### src/hdl/pba_ram.sv
// Generic single write, single read RAM with registered read data
`default_nettype none

module pba_ram #(
    parameter int WIDTH = 8,
    parameter int DEPTH = 16
) (
    input  wire logic                     clk,
    input  wire logic                     we,
    input  wire logic [$clog2(DEPTH)-1:0] waddr,
    input  wire logic [WIDTH-1:0]         wdata,
    input  wire logic [$clog2(DEPTH)-1:0] raddr,
    output logic      [WIDTH-1:0]         rdata
);

    logic [WIDTH-1:0] mem [DEPTH];

    always_ff @(posedge clk)
    begin
        if (we)
        begin
            mem[waddr] <= wdata;
        end
        rdata <= mem[raddr];
    end

endmodule

`default_nettype wire

### config.mk
export PLATFORM = sky130hd
export DESIGN_NAME = pba_ram
export DESIGN_NICKNAME = d
export VERILOG_FILES = /design/src/hdl/pba_ram.sv
export SDC_FILE = /design/constraint.sdc
export NUM_CORES = 1
export LEC_CHECK = 0
export BUFFER_PORTS_ARGS = -buffer_cell sky130_fd_sc_hd__buf_2
export CAP_MARGIN = 20
export CORE_ASPECT_RATIO = 0.75
export CORE_MARGIN = 5
export CORE_UTILIZATION = 65
export CTS_BUF_LIST = sky130_fd_sc_hd__clkbuf_16
export CTS_CLUSTER_DIAMETER = 100
export DETAILED_ROUTE_END_ITERATION = 16
export PLACE_DENSITY = 0.84
export REMOVE_ABC_BUFFERS = 1
export SLEW_MARGIN = 40
export SYNTH_ARGS = -nofsm -noshare
export SYNTH_HDL_FRONTEND = slang
export SYNTH_SLANG_ARGS = --single-unit
### constraint.sdc
create_clock -name clk -period 3.49 [get_ports clk]
set_input_delay 0.1745 -clock clk [delete_from_list [all_inputs] [get_ports clk]]
set_output_delay 0.1745 -clock clk [all_outputs]
set_load 0.005 [all_outputs]
==> results.sh, run 1 <==
export IMPL_clkPwrFrac_pct=49.3
export IMPL_fin_crit_sh_pct=48.0
export IMPL_relSlewSlack_pct=46.6
export IMPL_synth_simple_gate_area_share_pct=3.18
export IMPL_mostFrequentLayoutCell="edfxtp_1"
export IMPL_drt_first_pass_iters=5
export IMPL_peakVddDrop_mv=0.440
export IMPL_syn_to_final_growth_pct=17.2
export IMPL_p_switching_mw=0.774
export IMPL_grt_usage_pct=21.6
export IMPL_yosys_warnings=0
export IMPL_synth_edff_count=128
export IMPL_endpoint_kind="register"
export IMPL_avgSynthCellArea_um2=22.5
export IMPL_synth_largest_area_cell="edfxtp_1"
export IMPL_die_area_mm2=0.00982
export IMPL_fin_crit_ps=1680
export IMPL_setup_tns_ps=0
export IMPL_async_flop_share_pct=0
export IMPL_multi_input_area_mm2=0.00108
export IMPL_critPathRequiredTime_ps=3790
export IMPL_cts_setup_buffers=0
export IMPL_seq_area_mm2=0.00400
export IMPL_grt_ovfl_total=0
export IMPL_cp_slowest_stage_delay_ps=640
export IMPL_numPortBuffers=25
export IMPL_synth_main_ff_cell="edfxtp_1"
export IMPL_worstSkewPairLatency_ps=410
export IMPL_critPathSlowestCell="mux4_1"
export IMPL_status="finished, final reports clean"
export IMPL_cts_tree="done"
export IMPL_drv_slew=0
export IMPL_place_hpwl_um=5750
export IMPL_setup_viol=0
export IMPL_routedWlPerCell_um=24.8
export IMPL_finalHoldViolations=0
export IMPL_grt_pass1_vias=2542
export IMPL_synth_area_top_cells="edfxtp_1 (75%), mux4_2 (7.9%), mux4_1 (7.1%)"
export IMPL_worstPathCellList="buf_2 > buf_4 > mux4_1 > a22oi_1 > nand2_1"
export IMPL_antenna_cells=0
export IMPL_cellLeakagePower_nw=2.04
export IMPL_cts_resized=0
export IMPL_vias_per_cell=6.39
export IMPL_critPathMaxFanout=18
export IMPL_p_sw_share_pct=19.7
export IMPL_fill_cells=402
export IMPL_drt_total_wl_um=9570
export IMPL_synth_compound_area_share_pct=2.33
export IMPL_layout_common_cells="edfxtp_1 (128), buf_2 (25), mux4_2 (18)"
export IMPL_antenna_found_initial=0
export IMPL_arrival_ps=1970
export IMPL_vias=2467
export IMPL_pwr_share_comb_pct=4.0
export IMPL_start_util_pct=65.9
export IMPL_grt_first_pass_wirelength_um=15000
export IMPL_ys_seq_area_share_pct=77.8
export IMPL_core_area_mm2=0.00781
export IMPL_internal_power_mw=3.16
export IMPL_final_util_pct=77.2
export IMPL_die_height_um=87.1
export IMPL_syn_inst=229
export IMPL_die_width_um=113
export IMPL_clock_fmax_mhz=597
export IMPL_post_synth_fa_ha_maj_area_fraction_pct=0
export IMPL_hold_buffers=0
export IMPL_row_count=28
export IMPL_ys_ff_latch=136
export IMPL_seqPwrFrac_pct=46.7
export IMPL_hold_path_class="input pin to register"
export IMPL_drcViolationCount=0
export IMPL_grt_setup_unrepaired="false"
export IMPL_worst_slew_pin_slew_ps=798
export IMPL_root_buffer="clkbuf_16"
export IMPL_synth_area_mm2=0.00515
export IMPL_drt_iter0_drc=214
export IMPL_yosysTopAreaCellShare_pct=74.7
export IMPL_clock_skew_ps=6.32
export IMPL_ctsHtreeMaxLevel=4
export IMPL_crit_family="buffers and inverters"
export IMPL_path_clk_slew_ps=60
export IMPL_critical_path_class="input pin to register"
export IMPL_ant_nets=0
export IMPL_ios=26
export IMPL_synth_top_family_by_area="multiplexers"
export IMPL_cap_violations=0
export IMPL_place_congestion=0.755
export IMPL_final_nets=286
export IMPL_cts_sinks=136
export IMPL_worstSetupStartpointType="input pin"
export IMPL_p_per_area_mw_per_mm2=653
export IMPL_grt_max_degree=33
export IMPL_crit_buf_inv=2
export IMPL_numCtsBuffers=17
export IMPL_synthMuxAreaShare_pct=15.0
export IMPL_synthXorXnorAreaFrac_pct=0
export IMPL_drive_gt1_share_pct=32.4
export IMPL_clk_path_buf_depth=2
export IMPL_synth_distinct_cells=19
-- power groups by stage --
| stage | logic, mW | clock network (mW) | registers (mW) |
|---|---|---|---|
| floorplan | 0.0732 | 0 | 1.87 |
| detailed placement | 0.157 | 0 | 1.87 |
| global route | 0.173 | 2.05 | 1.84 |
| global placement | 0.150 | 0 | 1.87 |
| CTS | 0.159 | 1.96 | 1.84 |
| finish | 0.159 | 1.94 | 1.84 |
-- kinds of logic (layout without fill, tap and decap cells) --
| group | Yosys count | in the layout |
|---|---|---|
| flops | 136 | 136 |
| simple gates | 35 | 35 |
| mux | 32 | 32 |
| compound gates | 16 | 16 |
| buf+inv | 10 | 62 |
-- synthesized netlist by cell type, types with 2 or more instances --
cell / number
nand2_1: 9
mux4_1: 14
nor3_1: 4
nand3b_1: 2
edfxtp_1: 128
a22oi_1: 16
clkdlybuf4s25_2: 3
buf_2: 3
nor2_1: 13
nand2b_1: 2
mux4_2: 18
dfxtp_1: 8
buf_6: 3
-- final cells by class --
cell class	instances	share of cell area, %
sequential	136	66.4
clock buffer	17	7.05
timing repair buffer	30	2.70
tap	105	2.18
multi-input combinational	83	18.0
clock inverter	15	3.71
-- registers in the layout, indices dropped and copies added (netlist names) --
register and flops:
mem 128, rdata 8
-- path summary, 6_finish.rpt --
kind / from / to / slack (ps) / depth (start not counted)
max reg2reg: mem[5][3] / rdata[3] / 2150 / 3
min reg2reg: mem[14][3] / rdata[3] / 690 / 3
max: raddr[0] / rdata[3] / 1810 / 5
min: wdata[2] / mem[11][2] / 150 / 1
-- per-layer routing --
metal  up-vias  routed length, um  GRT usage, %
met4         0                150          9.06
met3        15                807          5.49
li1       1053                  -             -
met1      1280               3980          30.6
met2       119               4630          33.0
met5         -                  0             0
-- metrics by stage --
step / hold WS (ps) / power, mW / cell area [um^2] / instances / setup slack (ps)
after floorplan: 273 / 1.94 / 5060 / 219 / 1820
after global placement: 555 / 2.02 / 5360 / 354 / 1410
after detailed placement: 556 / 2.03 / 5360 / 354 / 1360
after CTS: 138 / 3.95 / 6010 / 386 / 1770
after global routing: 150 / 4.06 / 6030 / 386 / 1660
final: 145 / 3.94 / 6030 / 386 / 1810
No activity file was read; power rests on OpenSTA's default activity.
==> run 2, diff against run 1 <==
Settings changed: CORE_UTILIZATION 65 to 54, PLACE_DENSITY 0.84 to 0.74.
Clock period 3.49 ns to 1.49 ns, I/O delays scaled along.
==> run 2 against run 1 <==
Effect of this change: worst hold slack got worse by 90 ps; power is 130% higher; clock-buffer cell count unchanged; global-route usage fell by 2.7 points; first-iteration DRC count fell by 11%; die area up 18%; critical path depth is 2 lower; non-clock buffer count up 21; sequential cell count is the same; register-to-register slack worse by 2000 ps; highest routed layer unchanged; combinational power up 150%.
==> results.sh, run 2 (synthesis gave the netlist of run 1 again) <==
export IMPL_status="finished, final reports clean"
export IMPL_peakVddDrop_mv=1.04
export IMPL_final_nets=307
export IMPL_start_util_pct=56.2
export IMPL_routedWlPerCell_um=22.8
export IMPL_vias=2456
export IMPL_clock_skew_ps=6.54
export IMPL_hold_buffers=0
export IMPL_die_height_um=94.6
export IMPL_critPathRequiredTime_ps=1780
export IMPL_mostFrequentLayoutCell="edfxtp_1"
export IMPL_drcViolationCount=0
export IMPL_setup_tns_ps=0
export IMPL_worst_slew_pin_slew_ps=383
export IMPL_worstSkewPairLatency_ps=410
export IMPL_layout_common_cells="edfxtp_1 (128), buf_2 (25), buf_4 (24)"
export IMPL_worstPathCellList="mux4_1 > a22oi_1 > nand2_1"
export IMPL_antenna_cells=0
export IMPL_cellLeakagePower_nw=2.15
export IMPL_die_width_um=123
export IMPL_drt_iter0_drc=191
export IMPL_cp_slowest_stage_delay_ps=520
export IMPL_drt_total_wl_um=9770
export IMPL_row_count=30
export IMPL_worstSetupStartpointType="register"
export IMPL_die_area_mm2=0.0116
export IMPL_crit_family="multiplexers"
export IMPL_drt_first_pass_iters=4
export IMPL_vias_per_cell=5.72
export IMPL_critPathSlowestCell="mux4_1"
export IMPL_ctsHtreeMaxLevel=4
export IMPL_grt_usage_pct=19.0
export IMPL_clkPwrFrac_pct=48.0
export IMPL_grt_setup_unrepaired="false"
export IMPL_hold_path_class="input pin to register"
export IMPL_final_util_pct=67.5
export IMPL_p_total_mw=9.05
export IMPL_critical_path_class="register to register"
export IMPL_root_buffer="clkbuf_16"
export IMPL_fin_crit_ps=1350
export IMPL_p_switching_mw=1.68
export IMPL_place_hpwl_um=6220
export IMPL_grt_ovfl_total=0
export IMPL_pwr_share_comb_pct=4.4
export IMPL_numPortBuffers=25
export IMPL_setup_viol=0
export IMPL_fin_crit_sh_pct=90.3
export IMPL_numCtsBuffers=17
export IMPL_clk_path_buf_depth=2
export IMPL_cts_resized=0
export IMPL_cts_setup_buffers=0
export IMPL_grt_pass1_vias=2537
export IMPL_path_clk_slew_ps=50
export IMPL_place_congestion=0.777
export IMPL_grt_first_pass_wirelength_um=15100
export IMPL_cts_tree="done"
export IMPL_internal_power_mw=7.37
export IMPL_p_per_area_mw_per_mm2=1460
export IMPL_grt_max_degree=27
export IMPL_endpoint_kind="register"
export IMPL_ant_nets=0
export IMPL_ios=26
export IMPL_reg_largest_list="mem x128, rdata x8"
export IMPL_finalHoldViolations=0
export IMPL_regMostFlops="mem"
export IMPL_seqPwrFrac_pct=47.6
export IMPL_syn_to_final_growth_pct=20.1
export IMPL_core_area_mm2=0.00916
export IMPL_drive_gt1_share_pct=31.6
export IMPL_clock_fmax_mhz=743
export IMPL_largest_register_ffs=128
export IMPL_cts_sinks=136
export IMPL_critPathMaxFanout=1
export IMPL_relSlewSlack_pct=74.3
export IMPL_whs_ps=55.4
export IMPL_cap_violations=0
export IMPL_crit_buf_inv=0
export IMPL_antenna_found_initial=0
export IMPL_p_sw_share_pct=18.5
export IMPL_drv_slew=0
export IMPL_arrival_ps=1640
-- run 2: routing by layer --
layer | wire length, um | GRT usage (%) | vias to the layer above
li1 | - | - | 1092
met1 | 4190 | 27.5 | 1260
met2 | 4590 | 28.1 | 91
met3 | 853 | 5.39 | 13
met4 | 130 | 6.34 | 0
met5 | 0 | 0 | -
-- run 2: worst paths after layout --
path	start	end	slack, ps	cells after the start
setup / recovery	mem[1][0]	rdata[0]	140	3
hold reg to reg	mem[4][2]	rdata[2]	660	3
setup reg to reg	mem[1][0]	rdata[0]	140	3
hold / removal	wdata[2]	mem[1][2]	60	1
-- run 2: power groups by stage --
stage	logic, mW	clock network (mW)	registers, mW
after floorplan	0.171	0	4.38
after global placement	0.388	0	4.38
after detailed placement	0.400	0	4.39
after CTS	0.403	4.40	4.31
after global routing	0.431	4.60	4.32
final	0.397	4.34	4.31
-- run 2: final cells by class --
type	instances	area [um^2]
clock buffers	17	425
clock inverters	14	190
fillers	593	2980
well taps	128	160
repair buffers	51	345
multi-input cells	83	1060
flip-flops and latches	136	4000
-- run 2: worst register-to-register path, cell delays in order (launching register included) --
cell	delay, ps
edfxtp_1	370
mux4_1	520
a22oi_1	260
nand2_1	80
-- run 2: per-stage QoR --
stage                     cell area (um^2)  std cells  setup WS, ps
after floorplan                       5060        219         -77.4
after global placement                5570        398         -46.3
after detailed placement              5570        398         -41.8
after CTS                             6180        429           118
after global routing                  6180        429          89.7
final                                 6180        429           145
