==> src/hdl/pba_pkg.sv <==
// Shared types, codes and sizes for the paragraph block allocator
`default_nettype none

package pba_pkg;

    localparam int ARENA_PARAS = 4096;
    localparam int ADDR_W      = $clog2(ARENA_PARAS);
    localparam int SIZE_W      = 16;
    localparam int PTR_W       = SIZE_W + 2;
    localparam int REQ_W       = 12;
    localparam int PARA_W      = 16;
    localparam int OWNER_W     = 16;
    localparam int MERGE_LIMIT = 2 * ARENA_PARAS;
    localparam int STEP_W      = $clog2(MERGE_LIMIT + 2);

    localparam logic [2:0] OP_ALLOC   = 3'd0;
    localparam logic [2:0] OP_FREE    = 3'd1;
    localparam logic [2:0] OP_RESIZE  = 3'd2;
    localparam logic [2:0] OP_LARGEST = 3'd3;
    localparam logic [2:0] OP_CHECK   = 3'd4;
    localparam logic [2:0] OP_FOWNER  = 3'd5;

    localparam logic [1:0] ST_OK      = 2'd0;
    localparam logic [1:0] ST_NOMEM   = 2'd1;
    localparam logic [1:0] ST_CORRUPT = 2'd2;
    localparam logic [1:0] ST_INVALID = 2'd3;

    localparam logic [1:0] FIT_FIRST   = 2'd0;
    localparam logic [1:0] FIT_BEST    = 2'd1;
    localparam logic [1:0] FIT_LAST    = 2'd2;
    localparam logic [1:0] FIT_LARGEST = 2'd3;

    localparam logic CFG_STRATEGY = 1'b0;
    localparam logic CFG_BASE     = 1'b1;

    typedef struct packed {
        logic                valid;
        logic                last;
        logic [OWNER_W-1:0]  owner;
        logic [SIZE_W-1:0]   size;
    } hdr_t;

    localparam int HDR_W = $bits(hdr_t);

    localparam hdr_t RESET_HDR = '{valid: 1'b1, last: 1'b1, owner: '0,
                                   size: SIZE_W'(ARENA_PARAS - 1)};

    typedef struct packed {
        logic [2:0]          op;
        logic [REQ_W-1:0]    req_size;
        logic [PARA_W-1:0]   block_para;
        logic [OWNER_W-1:0]  owner;
    } pba_req_t;

    typedef struct packed {
        logic [1:0]          status;
        logic [PARA_W-1:0]   para_out;
        logic [REQ_W-1:0]    size_out;
    } pba_rsp_t;

    typedef struct packed {
        logic                we;
        logic [ADDR_W-1:0]   addr;
        logic [HDR_W-1:0]    data;
    } mem_wr_t;

endpackage

`default_nettype wire

==> src/hdl/pba_ctrl.sv <==
// Header chain sequencer: walks, splits, merges and resizes blocks in the header RAM
`default_nettype none

module pba_ctrl
    import pba_pkg::*;
(
    input  wire logic               clk,
    input  wire logic               rst_n,
    input  wire logic               in_valid,
    output logic                    in_stall,
    input  wire pba_req_t           in_data,
    output logic                    out_valid,
    input  wire logic               out_stall,
    output pba_rsp_t                out_data,
    input  wire logic [1:0]         strategy,
    input  wire logic [PARA_W-1:0]  base,
    output mem_wr_t                 mem_wr,
    output logic [ADDR_W-1:0]       mem_raddr,
    input  wire logic [HDR_W-1:0]   mem_rdata
);

    typedef enum logic [4:0] {
        S_CLEAR, S_IDLE, S_A_WALK, S_A_DECIDE, S_A_SPLIT_C, S_F_CHK,
        S_R_CHK, S_R_Q, S_R_SHP, S_R_WP, S_R_WN, S_M_START, S_M_LOAD,
        S_M_EVAL, S_M_Q, S_W_DATA, S_W_POST, S_FIN
    } state_t;

    localparam logic [PTR_W-1:0] LIM = PTR_W'(ARENA_PARAS);

    state_t              state_reg, state_next;
    logic [2:0]          op_reg, op_next;
    logic [REQ_W-1:0]    req_reg, req_next;
    logic [OWNER_W-1:0]  own_reg, own_next;
    logic [ADDR_W-1:0]   wp_reg, wp_next;
    logic [ADDR_W-1:0]   rp_reg, rp_next;
    logic [ADDR_W-1:0]   mp_reg, mp_next;
    logic [ADDR_W-1:0]   q_reg, q_next;
    logic [ADDR_W-1:0]   n_reg, n_next;
    logic [ADDR_W-1:0]   cand_reg, cand_next;
    logic [ADDR_W-1:0]   clr_reg, clr_next;
    hdr_t                hp_reg, hp_next;
    hdr_t                hq_reg, hq_next;
    logic                found_reg, found_next;
    logic                clast_reg, clast_next;
    logic [SIZE_W-1:0]   csz_reg, csz_next;
    logic [SIZE_W-1:0]   best_reg, best_next;
    logic [STEP_W-1:0]   steps_reg, steps_next;
    pba_rsp_t            res_reg, res_next;
    logic                out_valid_reg, out_valid_next;
    pba_rsp_t            out_data_reg, out_data_next;

    hdr_t                d;
    hdr_t                hnew;
    logic [SIZE_W-1:0]   req16, want, delta, best_upd, grow_max;
    logic [PTR_W-1:0]    wnxt, a_n, m_q, r_gq, r_sq, r_n;
    logic [PARA_W-1:0]   rel_free, rel_rsz, rp_abs;
    logic                fr, ge, take, md, walk_adv;
    logic [1:0]          md_st;

    assign d        = hdr_t'(mem_rdata);
    assign req16    = SIZE_W'(req_reg);
    assign want     = (strategy == FIT_LARGEST) ? csz_reg : req16;
    assign wnxt     = PTR_W'(wp_reg) + PTR_W'(d.size) + PTR_W'(1);
    assign a_n      = (strategy != FIT_LAST)
                      ? PTR_W'(cand_reg) + PTR_W'(want) + PTR_W'(1)
                      : PTR_W'(cand_reg) + PTR_W'(csz_reg - want);
    assign m_q      = PTR_W'(mp_reg) + PTR_W'(hp_reg.size) + PTR_W'(1);
    assign r_gq     = PTR_W'(rp_reg) + PTR_W'(d.size) + PTR_W'(1);
    assign r_sq     = PTR_W'(rp_reg) + PTR_W'(req16) + PTR_W'(1);
    assign delta    = req16 - hp_reg.size;
    assign r_n      = PTR_W'(q_reg) + PTR_W'(delta);
    assign grow_max = hp_reg.size + d.size;
    assign rel_free = in_data.block_para - base;
    assign rel_rsz  = in_data.block_para - PARA_W'(1) - base;
    assign rp_abs   = PARA_W'(rp_reg) + base;
    assign fr       = (d.owner == '0);
    assign ge       = (d.size >= req16);
    assign best_upd = (op_reg == OP_LARGEST && fr && d.size > best_reg) ? d.size : best_reg;

    always_comb
    begin
        unique case (strategy)
            FIT_FIRST:   take = fr && ge;
            FIT_BEST:    take = fr && ge && (!found_reg || d.size < csz_reg);
            FIT_LAST:    take = fr && ge;
            FIT_LARGEST: take = fr && (!found_reg || d.size > csz_reg);
            default:     take = 1'b0;
        endcase
    end

    assign in_stall  = (state_reg != S_IDLE);
    assign out_valid = out_valid_reg;
    assign out_data  = out_data_reg;

    always_comb
    begin
        state_next     = state_reg;
        op_next        = op_reg;
        req_next       = req_reg;
        own_next       = own_reg;
        wp_next        = wp_reg;
        rp_next        = rp_reg;
        mp_next        = mp_reg;
        q_next         = q_reg;
        n_next         = n_reg;
        cand_next      = cand_reg;
        clr_next       = clr_reg;
        hp_next        = hp_reg;
        hq_next        = hq_reg;
        found_next     = found_reg;
        clast_next     = clast_reg;
        csz_next       = csz_reg;
        best_next      = best_reg;
        steps_next     = steps_reg;
        res_next       = res_reg;
        out_valid_next = out_valid_reg && out_stall;
        out_data_next  = out_data_reg;
        mem_wr         = '0;
        mem_raddr      = '0;
        md             = 1'b0;
        md_st          = ST_OK;
        walk_adv       = 1'b0;
        hnew           = hp_reg;

        unique case (state_reg)
            S_CLEAR:
            begin
                mem_wr.we   = 1'b1;
                mem_wr.addr = clr_reg;
                mem_wr.data = (clr_reg == '0) ? RESET_HDR : '0;
                clr_next    = clr_reg + ADDR_W'(1);
                if (clr_reg == '1)
                begin
                    state_next = S_IDLE;
                end
            end

            S_IDLE:
            begin
                if (in_valid)
                begin
                    op_next    = in_data.op;
                    req_next   = in_data.req_size;
                    own_next   = in_data.owner;
                    found_next = 1'b0;
                    csz_next   = '0;
                    best_next  = '0;
                    wp_next    = '0;
                    res_next   = '{status: ST_INVALID, para_out: '0, size_out: '0};
                    unique case (in_data.op) inside
                        OP_ALLOC, OP_LARGEST, OP_CHECK, OP_FOWNER:
                        begin
                            mem_raddr  = '0;
                            state_next = (in_data.op == OP_ALLOC) ? S_A_WALK : S_W_DATA;
                        end
                        OP_FREE:
                        begin
                            if (PTR_W'(rel_free) < LIM)
                            begin
                                rp_next    = rel_free[ADDR_W-1:0];
                                mem_raddr  = rel_free[ADDR_W-1:0];
                                state_next = S_F_CHK;
                            end
                            else
                            begin
                                state_next = S_FIN;
                            end
                        end
                        OP_RESIZE:
                        begin
                            if (PTR_W'(rel_rsz) < LIM)
                            begin
                                rp_next    = rel_rsz[ADDR_W-1:0];
                                mem_raddr  = rel_rsz[ADDR_W-1:0];
                                state_next = S_R_CHK;
                            end
                            else
                            begin
                                state_next = S_FIN;
                            end
                        end
                        default:
                        begin
                            state_next = S_FIN;
                        end
                    endcase
                end
            end

            S_A_WALK:
            begin
                if (!d.valid)
                begin
                    res_next   = '{status: ST_CORRUPT, para_out: '0, size_out: '0};
                    state_next = S_FIN;
                end
                else
                begin
                    if (take)
                    begin
                        cand_next  = wp_reg;
                        csz_next   = d.size;
                        clast_next = d.last;
                        found_next = 1'b1;
                    end
                    if ((take && strategy == FIT_FIRST) || d.last)
                    begin
                        state_next = S_A_DECIDE;
                    end
                    else if (wnxt >= LIM)
                    begin
                        res_next   = '{status: ST_CORRUPT, para_out: '0, size_out: '0};
                        state_next = S_FIN;
                    end
                    else
                    begin
                        wp_next   = wnxt[ADDR_W-1:0];
                        mem_raddr = wnxt[ADDR_W-1:0];
                    end
                end
            end

            S_A_DECIDE:
            begin
                if (!found_reg)
                begin
                    res_next   = '{status: ST_NOMEM, para_out: '0, size_out: '0};
                    state_next = S_FIN;
                end
                else if (csz_reg > want)
                begin
                    if (a_n >= LIM)
                    begin
                        res_next   = '{status: ST_CORRUPT, para_out: '0, size_out: '0};
                        state_next = S_FIN;
                    end
                    else
                    begin
                        mem_wr.we   = 1'b1;
                        mem_wr.addr = a_n[ADDR_W-1:0];
                        mem_wr.data = (strategy != FIT_LAST)
                            ? hdr_t'{valid: 1'b1, last: clast_reg, owner: '0,
                                     size: csz_reg - want - SIZE_W'(1)}
                            : hdr_t'{valid: 1'b1, last: clast_reg, owner: own_reg,
                                     size: want};
                        state_next  = S_A_SPLIT_C;
                    end
                end
                else
                begin
                    mem_wr.we   = 1'b1;
                    mem_wr.addr = cand_reg;
                    mem_wr.data = hdr_t'{valid: 1'b1, last: clast_reg, owner: own_reg,
                                         size: csz_reg};
                    res_next    = '{status: ST_OK, para_out: PARA_W'(cand_reg) + base,
                                    size_out: want[REQ_W-1:0]};
                    state_next  = S_FIN;
                end
            end

            S_A_SPLIT_C:
            begin
                mem_wr.we   = 1'b1;
                mem_wr.addr = cand_reg;
                if (strategy != FIT_LAST)
                begin
                    mem_wr.data = hdr_t'{valid: 1'b1, last: 1'b0, owner: own_reg, size: want};
                    res_next    = '{status: ST_OK, para_out: PARA_W'(cand_reg) + base,
                                    size_out: want[REQ_W-1:0]};
                end
                else
                begin
                    mem_wr.data = hdr_t'{valid: 1'b1, last: 1'b0, owner: '0,
                                         size: csz_reg - want - SIZE_W'(1)};
                    res_next    = '{status: ST_OK,
                                    para_out: PARA_W'(a_n[ADDR_W-1:0]) + base,
                                    size_out: want[REQ_W-1:0]};
                end
                state_next = S_FIN;
            end

            S_F_CHK:
            begin
                if (!d.valid)
                begin
                    state_next = S_FIN;
                end
                else
                begin
                    mem_wr.we   = 1'b1;
                    mem_wr.addr = rp_reg;
                    mem_wr.data = hdr_t'{valid: d.valid, last: d.last, owner: '0,
                                         size: d.size};
                    state_next  = S_M_START;
                end
            end

            S_R_CHK:
            begin
                hp_next = d;
                if (!d.valid)
                begin
                    res_next   = '{status: ST_CORRUPT, para_out: '0, size_out: '0};
                    state_next = S_FIN;
                end
                else if (req16 > d.size)
                begin
                    if (d.last)
                    begin
                        res_next   = '{status: ST_NOMEM, para_out: '0,
                                       size_out: d.size[REQ_W-1:0]};
                        state_next = S_FIN;
                    end
                    else if (r_gq >= LIM)
                    begin
                        res_next   = '{status: ST_CORRUPT, para_out: '0, size_out: '0};
                        state_next = S_FIN;
                    end
                    else
                    begin
                        q_next     = r_gq[ADDR_W-1:0];
                        mem_raddr  = r_gq[ADDR_W-1:0];
                        state_next = S_R_Q;
                    end
                end
                else if (req16 < d.size)
                begin
                    if (r_sq >= LIM)
                    begin
                        res_next   = '{status: ST_CORRUPT, para_out: '0, size_out: '0};
                        state_next = S_FIN;
                    end
                    else
                    begin
                        mem_wr.we   = 1'b1;
                        mem_wr.addr = r_sq[ADDR_W-1:0];
                        mem_wr.data = hdr_t'{valid: 1'b1, last: d.last, owner: '0,
                                             size: d.size - req16 - SIZE_W'(1)};
                        state_next  = S_R_SHP;
                    end
                end
                else
                begin
                    res_next   = '{status: ST_OK, para_out: rp_abs, size_out: req_reg};
                    state_next = S_FIN;
                end
            end

            S_R_SHP:
            begin
                mem_wr.we   = 1'b1;
                mem_wr.addr = rp_reg;
                mem_wr.data = hdr_t'{valid: hp_reg.valid, last: 1'b0, owner: hp_reg.owner,
                                     size: req16};
                state_next  = S_M_START;
            end

            S_R_Q:
            begin
                if (!d.valid)
                begin
                    res_next   = '{status: ST_CORRUPT, para_out: '0, size_out: '0};
                    state_next = S_FIN;
                end
                else if (!fr)
                begin
                    res_next   = '{status: ST_NOMEM, para_out: '0,
                                   size_out: hp_reg.size[REQ_W-1:0]};
                    state_next = S_FIN;
                end
                else if (d.size < delta)
                begin
                    res_next   = '{status: ST_NOMEM, para_out: '0,
                                   size_out: grow_max[REQ_W-1:0]};
                    state_next = S_FIN;
                end
                else if (r_n >= LIM)
                begin
                    res_next   = '{status: ST_CORRUPT, para_out: '0, size_out: '0};
                    state_next = S_FIN;
                end
                else
                begin
                    hq_next     = hdr_t'{valid: d.valid, last: d.last, owner: d.owner,
                                         size: d.size - delta};
                    mem_wr.we   = 1'b1;
                    mem_wr.addr = q_reg;
                    mem_wr.data = hq_next;
                    n_next      = r_n[ADDR_W-1:0];
                    state_next  = S_R_WP;
                end
            end

            S_R_WP:
            begin
                mem_wr.we   = 1'b1;
                mem_wr.addr = rp_reg;
                mem_wr.data = hdr_t'{valid: hp_reg.valid, last: hp_reg.last,
                                     owner: hp_reg.owner, size: req16};
                state_next  = S_R_WN;
            end

            S_R_WN:
            begin
                mem_wr.we   = 1'b1;
                mem_wr.addr = n_reg;
                mem_wr.data = hq_reg;
                res_next    = '{status: ST_OK, para_out: rp_abs, size_out: req_reg};
                state_next  = S_FIN;
            end

            S_M_START:
            begin
                mp_next    = '0;
                steps_next = '0;
                mem_raddr  = '0;
                state_next = S_M_LOAD;
            end

            S_M_LOAD:
            begin
                hp_next = d;
                if (!d.valid)
                begin
                    md    = 1'b1;
                    md_st = ST_CORRUPT;
                end
                else
                begin
                    state_next = S_M_EVAL;
                end
            end

            S_M_EVAL:
            begin
                if (hp_reg.last)
                begin
                    md = 1'b1;
                end
                else if (steps_reg >= STEP_W'(MERGE_LIMIT) || m_q >= LIM)
                begin
                    md    = 1'b1;
                    md_st = ST_CORRUPT;
                end
                else
                begin
                    steps_next = steps_reg + STEP_W'(1);
                    q_next     = m_q[ADDR_W-1:0];
                    mem_raddr  = m_q[ADDR_W-1:0];
                    state_next = S_M_Q;
                end
            end

            S_M_Q:
            begin
                if (!d.valid)
                begin
                    md    = 1'b1;
                    md_st = ST_CORRUPT;
                end
                else if (hp_reg.owner == '0 && fr)
                begin
                    hnew        = hdr_t'{valid: hp_reg.valid, last: d.last,
                                         owner: hp_reg.owner,
                                         size: hp_reg.size + d.size + SIZE_W'(1)};
                    hp_next     = hnew;
                    mem_wr.we   = 1'b1;
                    mem_wr.addr = mp_reg;
                    mem_wr.data = hnew;
                    state_next  = S_M_EVAL;
                end
                else
                begin
                    mp_next    = q_reg;
                    hp_next    = d;
                    state_next = S_M_EVAL;
                end
            end

            S_W_DATA:
            begin
                if (!d.valid)
                begin
                    res_next   = '{status: ST_CORRUPT, para_out: '0, size_out: '0};
                    state_next = S_FIN;
                end
                else
                begin
                    best_next = best_upd;
                    if (op_reg == OP_FOWNER && d.owner == own_reg)
                    begin
                        mem_wr.we   = 1'b1;
                        mem_wr.addr = wp_reg;
                        mem_wr.data = hdr_t'{valid: d.valid, last: d.last, owner: '0,
                                             size: d.size};
                        state_next  = S_M_START;
                    end
                    else
                    begin
                        walk_adv = 1'b1;
                    end
                end
            end

            S_W_POST:
            begin
                walk_adv = 1'b1;
            end

            S_FIN:
            begin
                if (!(out_valid_reg && out_stall))
                begin
                    out_valid_next = 1'b1;
                    out_data_next  = res_reg;
                    state_next     = S_IDLE;
                end
            end

            default:
            begin
                state_next = S_IDLE;
            end
        endcase

        // end of a merge pass: back to the caller
        if (md)
        begin
            if (op_reg == OP_FOWNER)
            begin
                mem_raddr  = wp_reg;
                state_next = S_W_POST;
            end
            else
            begin
                if (md_st == ST_OK && op_reg == OP_RESIZE)
                begin
                    res_next = '{status: ST_OK, para_out: rp_abs, size_out: req_reg};
                end
                else
                begin
                    res_next = '{status: md_st, para_out: '0, size_out: '0};
                end
                state_next = S_FIN;
            end
        end

        // step to the next header of a full chain walk
        if (walk_adv)
        begin
            if (d.last)
            begin
                res_next   = '{status: ST_OK, para_out: '0,
                               size_out: (op_reg == OP_LARGEST) ? best_upd[REQ_W-1:0]
                                                                 : REQ_W'(0)};
                state_next = S_FIN;
            end
            else if (wnxt >= LIM)
            begin
                res_next   = '{status: ST_CORRUPT, para_out: '0, size_out: '0};
                state_next = S_FIN;
            end
            else
            begin
                wp_next    = wnxt[ADDR_W-1:0];
                mem_raddr  = wnxt[ADDR_W-1:0];
                state_next = S_W_DATA;
            end
        end
    end

    always_ff @(posedge clk or negedge rst_n)
    begin
        if (!rst_n)
        begin
            state_reg     <= S_CLEAR;
            op_reg        <= '0;
            req_reg       <= '0;
            own_reg       <= '0;
            wp_reg        <= '0;
            rp_reg        <= '0;
            mp_reg        <= '0;
            q_reg         <= '0;
            n_reg         <= '0;
            cand_reg      <= '0;
            clr_reg       <= '0;
            hp_reg        <= '0;
            hq_reg        <= '0;
            found_reg     <= 1'b0;
            clast_reg     <= 1'b0;
            csz_reg       <= '0;
            best_reg      <= '0;
            steps_reg     <= '0;
            res_reg       <= '0;
            out_valid_reg <= 1'b0;
            out_data_reg  <= '0;
        end
        else
        begin
            state_reg     <= state_next;
            op_reg        <= op_next;
            req_reg       <= req_next;
            own_reg       <= own_next;
            wp_reg        <= wp_next;
            rp_reg        <= rp_next;
            mp_reg        <= mp_next;
            q_reg         <= q_next;
            n_reg         <= n_next;
            cand_reg      <= cand_next;
            clr_reg       <= clr_next;
            hp_reg        <= hp_next;
            hq_reg        <= hq_next;
            found_reg     <= found_next;
            clast_reg     <= clast_next;
            csz_reg       <= csz_next;
            best_reg      <= best_next;
            steps_reg     <= steps_next;
            res_reg       <= res_next;
            out_valid_reg <= out_valid_next;
            out_data_reg  <= out_data_next;
        end
    end

endmodule

`default_nettype wire

==> config.mk <==
export PLATFORM = sky130hd
export DESIGN_NAME = pba_ctrl
export DESIGN_NICKNAME = d
export VERILOG_FILES = /design/src/hdl/pba_pkg.sv /design/src/hdl/pba_ctrl.sv
export SDC_FILE = /design/constraint.sdc
export NUM_CORES = 1
export LEC_CHECK = 0
export ABC_CLOCK_PERIOD_IN_PS = 10930
export BUFFER_PORTS_ARGS = -buffer_cell sky130_fd_sc_hd__clkbuf_2
export CAP_MARGIN = 20
export CORE_MARGIN = 8
export CORE_UTILIZATION = 45
export CTS_CLUSTER_DIAMETER = 100
export DETAILED_ROUTE_END_ITERATION = 8
export HOLD_SLACK_MARGIN = 0.12
export SLEW_MARGIN = 40
export SYNTH_ARGS = -nofsm -noshare
export SYNTH_HDL_FRONTEND = slang
export SYNTH_SLANG_ARGS = --single-unit
==> constraint.sdc <==
create_clock -name clk -period 10.93 [get_ports clk]
set_input_delay 0.5465 -clock clk [delete_from_list [all_inputs] [get_ports clk]]
set_output_delay 0.5465 -clock clk [all_outputs]
set_load 0.05 [all_outputs]
==> out/results.txt <==
FF-to-FF setup slack -> 4.40 ns
Core ar. -> 64000 µm²
failing checks -> design-rule violations
clock-pin slew on the worst setup and hold paths -> 0.06 ns
Max Slew Vio Count -> 0
Synth warnings -> 0
CTS tree -> done
initial DRC count -> 3754
global-route wire length before repair -> 192.0 mm
syn nets -> 4005
Starting Density -> 45.20%
Routed WL per cell -> 28.16 µm
setup ws final -> 2.960 ns
vias in the first global route -> 28310
Slew @ Worst Pin -> 0.9376 ns
multi-input gate area in the final layout -> 20210 µm²
FF-to-FF End -> res_reg[27]
Max-slew headroom -> 37.26%
Hold Startpoint -> in_data[11]
num rows -> 93
Nets -> 4150
vias per cell -> 6.478
worst min path class -> in2reg
status -> finished, violations left
FMAX -> 125.5 MHz
mapped cell area -> 28930 µm²
TritonRoute pass-1 iters -> 9
dpl hpwl -> 101.9 mm
antenna violations before repair -> 4
largest area contributor in the netlist -> dfrtp_1
GRT Total Usage -> 34.62%
Layout area overhead -> 12.42%
RSZ-0062 raised after global routing -> no
crit end category -> primary output
WHS Path Cells -> 2
post-synth cell types -> 94
Reg area -> 7432 µm²
Post-Place Setup Slack -> 3.515 ns
CP arrival -> 7.42 ns
CTS sink count -> 297
die area -> 72660 µm²
DIE WIDTH -> 269.6 µm
number of max-cap violations -> 0
Critical Path RT -> 10.38 ns
critical path class -> reg2out
Placer Congestion -> 1.025
DIE HEIGHT -> 269.6 µm
Synth Register Bits -> 297
Period minus WS final -> 7.970 ns
sequential area share after synthesis -> 25.69%
I/O pin cnt -> 194
H-tree lvl count -> 2
Remaining DRCs -> 1
drt total wl -> 131.4 mm
hold violation count in the final report -> 0
r2r worst-path depth -> 24
layout cells sized above 1 -> 13.20%
Startpoint Class -> register
ANT nets after route -> 0
setup TNS -> 0 ns
setup violators final -> 0
post-cts repair resize count -> 0
Synth top area share -> 25.69%
hold path endpoint -> own_reg[11]
clk_lat worst skew -> 0.60 ns
Filler cells -> 6332
gr ovfl total -> 0
Vias -> 30220
Leak Pwr -> 15.14 nW
clk root buf -> clkbuf_16
crit share post-route -> 72.92%
ys async rst share -> 100.0%
largest net degree at the start of global routing -> 99
Worst Skew -> 0.02336 ns
VDD IR max -> 0.1464 mV
Mapped Cells -> 3629
CP Max Fanout -> 10
cts bufs inserted -> 40
clock buffer depth -> 3
Power Density -> 267.4 nW/µm²
worst flop-to-flop path startpoint -> req_reg[3]
I/O Buffers -> 193
top cells by area, synth -> dfrtp_1 26%, ha_1 11%, nand2_1 6.0%
Post-synth top flop -> dfrtp_1
Syn Area/Cell -> 7.972 µm²
EDFF count, synth -> 0
cell type report:
type | instances | area share, %
clock inverters | 27 | 1.185
multi-input cells | 2963 | 62.15
well taps | 855 | 3.289
diodes | 6 | 0.04617
inverters | 196 | 2.262
repair buffers | 276 | 5.021
flip-flops and latches | 297 | 22.85
clock buffers | 45 | 3.197
synthesized netlist by cell type (all sizes together), types with 18 or more instances:
cell	instances
a211oi	49
a21o	84
a21oi	277
a221oi	33
a222oi	25
a22o	37
a22oi	36
a31oi	47
and3	23
buf	26
clkbuf	147
dfrtp	297
fa	18
ha	255
inv	196
mux2	92
mux2i	21
nand2	459
nand2b	37
nand3	108
nand4	32
nor2	241
nor2b	55
nor3	70
nor4	39
o211ai	47
o21a	53
o21ai	282
o21bai	22
o31ai	24
or3	26
xnor2	127
xor2	101
metrics by stage:
| stage | area, µm² | util [%] | instances | hold WS, ns | total power, mW |
|---|---|---|---|---|---|
| 2_1_floorplan | 28930 | - | 3629 | 0.2509 | 5.378 |
| 3_3_place_gp | 30950 | 48.37 | 4585 | 0.4516 | 7.069 |
| 3_5_place_dp | 31030 | 48.48 | 4585 | 0.4603 | 7.067 |
| 4_1_cts | 32460 | 50.72 | 4658 | 0.1555 | 8.558 |
| 5_1_grt | 32510 | 50.79 | 4659 | 0.1689 | 9.201 |
| 6_report | 32520 | 50.82 | 4665 | 0.1808 | 8.696 |
per-layer routing:
metal	vias to the layer above	share of wire [%]	global-route usage [%]
met5	-	0.027	0
met2	1799	41	50.83
met1	14380	41	46.67
met3	394	11	8.205
li1	13640	-	-
met4	2	6.6	18.67
critical path, stage by stage, from the launching register on:
cell	delay [ns]
dfrtp_1	0.70
inv_1	0.13
o21ai_0	0.42
inv_1	0.11
ha_1	0.49
nand2_1	0.16
a211o_1	0.34
a22o_1	0.25
nor3_1	0.19
nor2_1	0.07
xnor2_1	0.29
ha_1	0.32
nand2_1	0.09
inv_1	0.07
a221o_1	0.32
a41o_1	0.28
or4_1	0.50
o31ai_2	0.10
o311ai_2	0.15
buf_4	0.21
nor2_1	0.25
nand2_1	0.36
o21ai_0	0.64
clkbuf_2	0.39
power breakdown:
part	internal [mW]	switching (mW)
sequential	1.34	0.410
combinational	1.97	3.52
clock	0.864	0.590
cell usage in the layout, fill, tap and decap left out, types with 78 or more instances in the layout:
master	count
a21o_1	83
a21oi_1	275
buf_4	78
clkbuf_2	192
dfrtp_1	297
ha_1	255
inv_1	196
mux2_2	92
nand2_1	458
nand3_1	108
nor2_1	235
o21ai_0	277
xnor2_1	127
xor2_1	101
kinds of logic after synthesis:
group | after synthesis | synth area share (%)
xor+xnor | 228 | 6.903
simple gates | 1163 | 18.66
compound gates | 1186 | 27.14
fa+ha+maj | 273 | 12.27
flops | 297 | 25.69
buf+inv | 369 | 5.026
mux | 113 | 4.308
how the worst max path moves through the flow:
stage          slack [ns]   startpoint  depth (start not counted)    endpoint
3_5_place_dp         3.52  strategy[0]                         25  mem_wr[35]
5_1_grt              2.71   req_reg[3]                         24  mem_wr[35]
2_1_floorplan        3.73  strategy[0]                         22   mem_wr[0]
3_3_place_gp         3.67  strategy[0]                         25  mem_wr[32]
6_report             2.96   req_reg[3]                         23  mem_wr[35]
4_1_cts              3.16   req_reg[3]                         23  mem_wr[35]
timing repair:
action | CTS | global route
hold buffers | 1 | 0
buffers inserted | 0 | 0
hold endpoints to repair | 95 | 0
(Power assumes the default switching activity.)
